$ cat src/hdl/dtsit_pkg.sv
// ----------------------------------------------------------------------------
// dtsit_pkg
// Shared types and constants of the debounced two-stage idle timer.
// ----------------------------------------------------------------------------
`default_nettype none
package dtsit_pkg;
	localparam logic [1:0] OP_POLL  = 2'd0;
	localparam logic [1:0] OP_FORCE = 2'd1;
	localparam logic [1:0] OP_QUERY = 2'd2;

	localparam logic [1:0] MODE_AWAKE    = 2'd0;
	localparam logic [1:0] MODE_PRESLEEP = 2'd1;
	localparam logic [1:0] MODE_SLEEP    = 2'd2;

	localparam int unsigned MIN_W  = 11;
	localparam int unsigned REM_W  = 18;
	localparam logic [31:0] MS_PER_MIN = 32'd60000;

	localparam logic [1:0] REG_PRE_CH0 = 2'd0;
	localparam logic [1:0] REG_SLP_CH0 = 2'd1;
	localparam logic [1:0] REG_PRE_CH1 = 2'd2;
	localparam logic [1:0] REG_SLP_CH1 = 2'd3;

	typedef struct packed {
		logic [1:0]  operation;
		logic        channel;
		logic        raw_idle;
		logic [31:0] now_ms;
	} in_word_t;

	typedef struct packed {
		logic [1:0]       mode;
		logic [REM_W-1:0] remaining_seconds;
		logic             idle_level;
	} out_word_t;

	// front-to-back queue entry: resolved state after the step
	typedef struct packed {
		logic        valid_ch;
		logic [1:0]  mode;
		logic        idle_level;
		logic        running;
		logic [31:0] elapsed;
		logic [31:0] target;
		logic        has_target;
	} job_t;
endpackage
`default_nettype wire

$ cat src/hdl/dtsit_front.sv
// ----------------------------------------------------------------------------
// dtsit_front
// Accepts words, updates the per-channel debounce and timer state, and
// resolves the mode plus the deadline that the back end turns into seconds.
// ----------------------------------------------------------------------------
`default_nettype none
module dtsit_front #(
	parameter int unsigned DEBOUNCE_POLLS = 5,
	parameter int unsigned NUM_CHANNELS   = 2
) (
	input  wire logic                  clk,
	input  wire logic                  arst_n,
	input  wire logic                  fire,
	input  wire dtsit_pkg::in_word_t   word,
	input  wire logic [dtsit_pkg::MIN_W-1:0] pre_min [2],
	input  wire logic [dtsit_pkg::MIN_W-1:0] slp_min [2],
	output dtsit_pkg::job_t            job
);
	logic [1:0]  mode_q      [2];
	logic        stable_q    [2];
	logic        cand_q      [2];
	logic [7:0]  polls_q     [2];
	logic [31:0] start_q     [2];

	logic        ch;
	logic        ch_ok;
	logic        raw;
	logic [31:0] now;
	logic [31:0] stamp;
	logic        n_cand;
	logic [7:0]  n_polls;
	logic        deb;
	logic        n_stable;
	logic [31:0] n_start;
	logic [1:0]  n_mode;
	logic [31:0] elapsed;
	logic [31:0] pre_ms;
	logic [31:0] slp_ms;
	logic [31:0] pre;
	logic [31:0] slp;

	assign ch    = word.channel;
	assign ch_ok = (32'(ch) < NUM_CHANNELS);
	assign raw   = word.raw_idle;
	assign now   = word.now_ms;
	assign stamp = (now == 32'd0) ? 32'd1 : now;
	assign pre   = 32'(pre_min[ch]);
	assign slp   = 32'(slp_min[ch]);
	assign pre_ms = pre * dtsit_pkg::MS_PER_MIN;
	assign slp_ms = slp * dtsit_pkg::MS_PER_MIN;

	// next state of the addressed channel
	always_comb begin
		n_cand   = cand_q[ch];
		n_polls  = polls_q[ch];
		n_stable = stable_q[ch];
		n_start  = start_q[ch];
		n_mode   = mode_q[ch];
		deb      = stable_q[ch];
		elapsed  = 32'd0;
		if (word.operation == dtsit_pkg::OP_POLL) begin
			if (raw == cand_q[ch]) begin
				if (polls_q[ch] < 8'(DEBOUNCE_POLLS))
					n_polls = polls_q[ch] + 8'd1;
			end else begin
				n_cand  = raw;
				n_polls = 8'd1;
			end
			deb = (n_polls >= 8'(DEBOUNCE_POLLS)) ? n_cand : stable_q[ch];
			if (deb && !stable_q[ch]) begin
				n_start = stamp;
				n_mode  = dtsit_pkg::MODE_AWAKE;
			end else if (!deb && stable_q[ch]) begin
				n_start = 32'd0;
				n_mode  = dtsit_pkg::MODE_AWAKE;
			end
			n_stable = deb;
			elapsed  = now - n_start;
			if (deb && n_start != 32'd0) begin
				if (pre != 32'd0) begin
					if (elapsed < pre_ms)
						n_mode = dtsit_pkg::MODE_AWAKE;
					else if (slp != 32'd0)
						n_mode = ((elapsed - pre_ms) >= slp_ms) ?
							dtsit_pkg::MODE_SLEEP : dtsit_pkg::MODE_PRESLEEP;
					else
						n_mode = dtsit_pkg::MODE_PRESLEEP;
				end else if (slp != 32'd0) begin
					n_mode = (elapsed >= slp_ms) ?
						dtsit_pkg::MODE_SLEEP : dtsit_pkg::MODE_AWAKE;
				end else begin
					n_mode = dtsit_pkg::MODE_AWAKE;
				end
			end
		end else if (word.operation == dtsit_pkg::OP_FORCE) begin
			n_mode  = dtsit_pkg::MODE_AWAKE;
			n_start = stable_q[ch] ? stamp : 32'd0;
		end
	end

	// state update
	always_ff @(posedge clk or negedge arst_n) begin
		if (!arst_n) begin
			for (int i = 0; i < 2; i++) begin
				mode_q[i]   <= dtsit_pkg::MODE_AWAKE;
				stable_q[i] <= 1'b0;
				cand_q[i]   <= 1'b0;
				polls_q[i]  <= 8'd0;
				start_q[i]  <= 32'd0;
			end
		end else if (fire && ch_ok) begin
			mode_q[ch]   <= n_mode;
			stable_q[ch] <= n_stable;
			cand_q[ch]   <= n_cand;
			polls_q[ch]  <= n_polls;
			start_q[ch]  <= n_start;
		end
	end

	// deadline for the remaining-time computation
	always_comb begin
		job.valid_ch   = ch_ok;
		job.mode       = n_mode;
		job.idle_level = n_stable;
		job.running    = (n_start != 32'd0);
		job.elapsed    = now - n_start;
		job.target     = 32'd0;
		job.has_target = 1'b0;
		unique case (n_mode)
			dtsit_pkg::MODE_AWAKE: begin
				if (pre != 32'd0) begin
					job.target = pre_ms;
					job.has_target = 1'b1;
				end else if (slp != 32'd0) begin
					job.target = slp_ms;
					job.has_target = 1'b1;
				end
			end
			dtsit_pkg::MODE_PRESLEEP: begin
				if (slp != 32'd0) begin
					job.target = pre_ms + slp_ms;
					job.has_target = 1'b1;
				end
			end
			default: ;
		endcase
	end
endmodule
`default_nettype wire

$ cat config.mk
export PLATFORM = sky130hd
export DESIGN_NAME = dtsit_front
export DESIGN_NICKNAME = d
export VERILOG_FILES = /design/src/hdl/dtsit_pkg.sv /design/src/hdl/dtsit_front.sv
export SDC_FILE = /design/constraint.sdc
export NUM_CORES = 1
export LEC_CHECK = 0
export BUFFER_PORTS_ARGS = -buffer_cell sky130_fd_sc_hd__buf_4
export CELL_PAD_IN_SITES_DETAIL_PLACEMENT = 1
export CELL_PAD_IN_SITES_GLOBAL_PLACEMENT = 2
export CORE_ASPECT_RATIO = 0.6
export CORE_MARGIN = 2
export CORE_UTILIZATION = 30
export CTS_BUF_LIST = sky130_fd_sc_hd__clkbuf_8
export DETAILED_ROUTE_END_ITERATION = 6
export PLACE_DENSITY_LB_ADDON = 0.1
export SYNTH_ARGS = -nofsm -noshare
export SYNTH_HDL_FRONTEND = slang
export SYNTH_SLANG_ARGS = --single-unit
$ cat constraint.sdc
create_clock -name clk -period 11.4 [get_ports clk]
set_input_delay 0.57 -clock clk [delete_from_list [all_inputs] [get_ports clk]]
set_output_delay 0.57 -clock clk [all_outputs]
set_load 0.02 [all_outputs]
==> impl_metrics.py <==
metrics = {
    "setup_path": {
        "cpMaxStageDelayCell": "or4_4",
        "critPathCaptureType": "primary output",
        "startpoint_type": "flip-flop",
        "path_common_cell": "ha_1",
        "path_max_fanout": 6,
        "worstPathArrival_ns": 10.28,
        "worstPathRequired_ns": 10.83,
        "critPathMaxStageDelay_ns": 0.55,
        "r2r_cells": 39,
        "crit_type": "flip-flop to primary output",
    },
    "synth": {
        "synth_area_leader_cell": "ha_1",
        "syn_inst": 2106,
        "synth_xor_area_frac": 0.0612,
        "synth-compound-area-share": 0.216,
        "synth_area_leaders": "ha_1 22%, dfrtp_1 13%, fa_1 9.0%",
        "async_flop_share": 1.00,
        "synth_mux_area_frac": 0.0425,
        "yosysMostFrequentCell": "ha_1",
        "yosysWarningCount": 0,
        "synth_top_family_by_area": "adder cells",
        "netlist_area_um2": 16900,
        "ys_seq_area_frac": 0.130,
        "synth_cell_types": 88,
        "synth_ff_type": "dfrtp_1",
        "synthAdderAreaFrac": 0.307,
        "synth_simple_gate_area_frac": 0.176,
        "synth_edf_count": 0,
        "synth_top_cell_area_share": 0.216,
        "ys_ff_latch": 88,
        "syn_area_per_cell_um2": 8.02,
        "synthTopCellsByCount": "292 x ha_1, 207 x inv_1, 203 x o21ai_0",
    },
    "detailed_routing": {
        "drt-total-wl_um": 64400,
        "wl_met1_um": 36000,
        "top_layer_used": "met4",
        "wl_met2_um": 24700,
        "num_vias": 15900,
        "final_antenna_net_count": 0,
        "drc": 0,
        "wl_per_cell_um": 21.4,
        "drt_iter0_markers": 989,
        "drtPass1Iterations": 5,
        "wl_met3_um": 3200,
        "routed_via_density": 5.28,
    },
    "global_routing": {
        "grt_max_degree": 80,
        "antenna_found_initial": 0,
        "grtUsageTotal": 0.223,
        "grt_overflow": 0,
        "grt_pass1_vias": 16200,
        "grt_pass1_wl_um": 100000,
    },
    "sta": {
        "slew_violations": 0,
        "setup_viol": 0,
        "slew_headroom": 0.154,
        "fin_setup_tns_ns": 0,
        "tightest_slew_ns": 1.25,
        "fin_crit_ns": 10.85,
        "fmax_ghz": 0.0921,
        "hold_viol_final": 0,
        "period_share": 0.952,
        "fin_skew_ns": 0.0150,
    },
    "clocking": {
        "clockRootBuffer": "clkbuf_8",
        "cts.sinks": 88,
        "path_clk_slew_ns": 0.10,
        "cts_tree": "built",
        "numCtsBuffers": 9,
        "clock_latency_ns": 0.42,
        "cts.path.max_buffers": 2,
        "htree_levels": 3,
    },
    "die": {
        "num_io_pins": 153,
        "fp.dieH_um": 188,
        "initial_core_util": 0.303,
        "die_w_um": 310,
        "dieArea_um2": 58200,
        "core_area_um2": 55700,
        "core.rowCount": 67,
    },
    "outcome": {
        "status": "complete, no violations",
    },
    "final_layout": {
        "drive_gt1_frac": 0.124,
        "area_growth_pct": 14.1,
        "nets": 2691,
        "stdcell_count": 3005,
    },
    "placed_design": {
        "dp_cells": 2978,
        "place.gp.congestion": 0.870,
        "dp_hpwl_um": 53900,
        "portBuffers": 142,
    },
    "job": {
        "maxCapViolCount": 0,
    },
    "worst_hold_path": {
        "hp-class": "primary input to asynchronous set/reset pin",
    },
}
==> final cells by class <==
type | count | area (um^2)
Multi-Input combinational cell | 1744 | 13700
Sequential cell | 88 | 2200
Tap cell | 759 | 950
Antenna cell | 1 | 2.50
Clock inverter | 7 | 46.3
Clock buffer | 9 | 124
Timing Repair Buffer | 189 | 1450
Fill cell | 6696 | 36500
Inverter | 208 | 781
==> cells by family (layout without fill, tap and decap cells) <==
family	count (synthesis)	count (layout)
flops	88	88
fa+ha+maj	368	368
mux	70	70
other cells	2	11
compound gates	563	563
xor+xnor	118	118
buf+inv	282	413
simple gates	615	615
==> final timing paths <==
| check | from | to | slack (ns) |
|---|---|---|---|
| setup / recovery | polls_q[1]$_DFFE_PN0P_ | job[10] | 0.55 |
| hold / removal | arst_n | polls_q[4]$_DFFE_PN0P_ | 0.07 |
| setup reg to reg | polls_q[1]$_DFFE_PN0P_ | mode_q[3]$_DFFE_PN0P_ | 1.70 |
| hold reg to reg | start_q[25]$_DFFE_PN0P_ | start_q[25]$_DFFE_PN0P_ | 0.48 |
| max in group asynchronous | arst_n | start_q[60]$_DFFE_PN0P_ | 10.07 |
| min in group clk | word[32] | cand_q[0]$_DFFE_PN0P_ | 0.44 |
==> through the flow <==
stage	utilization	instance area, um^2	hold slack (ns)	setup slack, ns
floorplan	-	16900	0.274	0.0845
global placement	0.339	18900	0.459	0.624
detailed placement	0.339	18900	0.468	0.345
CTS	0.342	19100	0.0484	0.289
global route	0.346	19300	0.0738	-0.0539
finish	0.346	19300	0.0689	0.546
==> state kept, by name (all words and copies together), names as in the netlist <==
signal and cells:
cand_q 2, stable_q 2, mode_q 4, start_q 64, polls_q 16
==> layer usage <==
metal	GRT usage	vias up
li1	-	7729
met1	0.364	7850
met2	0.301	266
met3	0.0436	32
met4	0.0230	0
met5	0	-
==> worst max-delay path: cells and delay by family (launching register included) <==
family / cells / cell delay [ns]
adder cells (fa/ha/maj): 5 / 1.17
AO/OA/AOI/OAI: 19 / 4.33
XOR/XNOR: 2 / 0.36
AND/OR/NAND/NOR: 9 / 2.57
buffers and inverters: 5 / 0.72
flip-flops: 1 / 0.45
multiplexers: 1 / 0.26
==> placed cells by master, fill, tap and decap left out, types with 76 or more instances in the layout <==
master / Yosys / routed
a21oi_1: 123 / 120
buf_4: 12 / 184
dfrtp_1: 88 / 88
fa_1: 76 / 76
ha_1: 292 / 291
inv_1: 207 / 206
nand2_1: 174 / 173
nand3_1: 82 / 82
nor2_1: 152 / 151
o21ai_0: 203 / 199
xnor2_1: 80 / 77
==> timing repair <==
item                                    CTS  global route
endpoints found under the hold margin     0             0
endpoints found under the setup margin    0            26
buffers inserted                          0            10
hold buffers                              0             0
gates resized for setup                   0            26
Power is left out: the tool's default activity adds up to more than one toggle a clock period on the data nets, which glitch-free logic cannot reach.
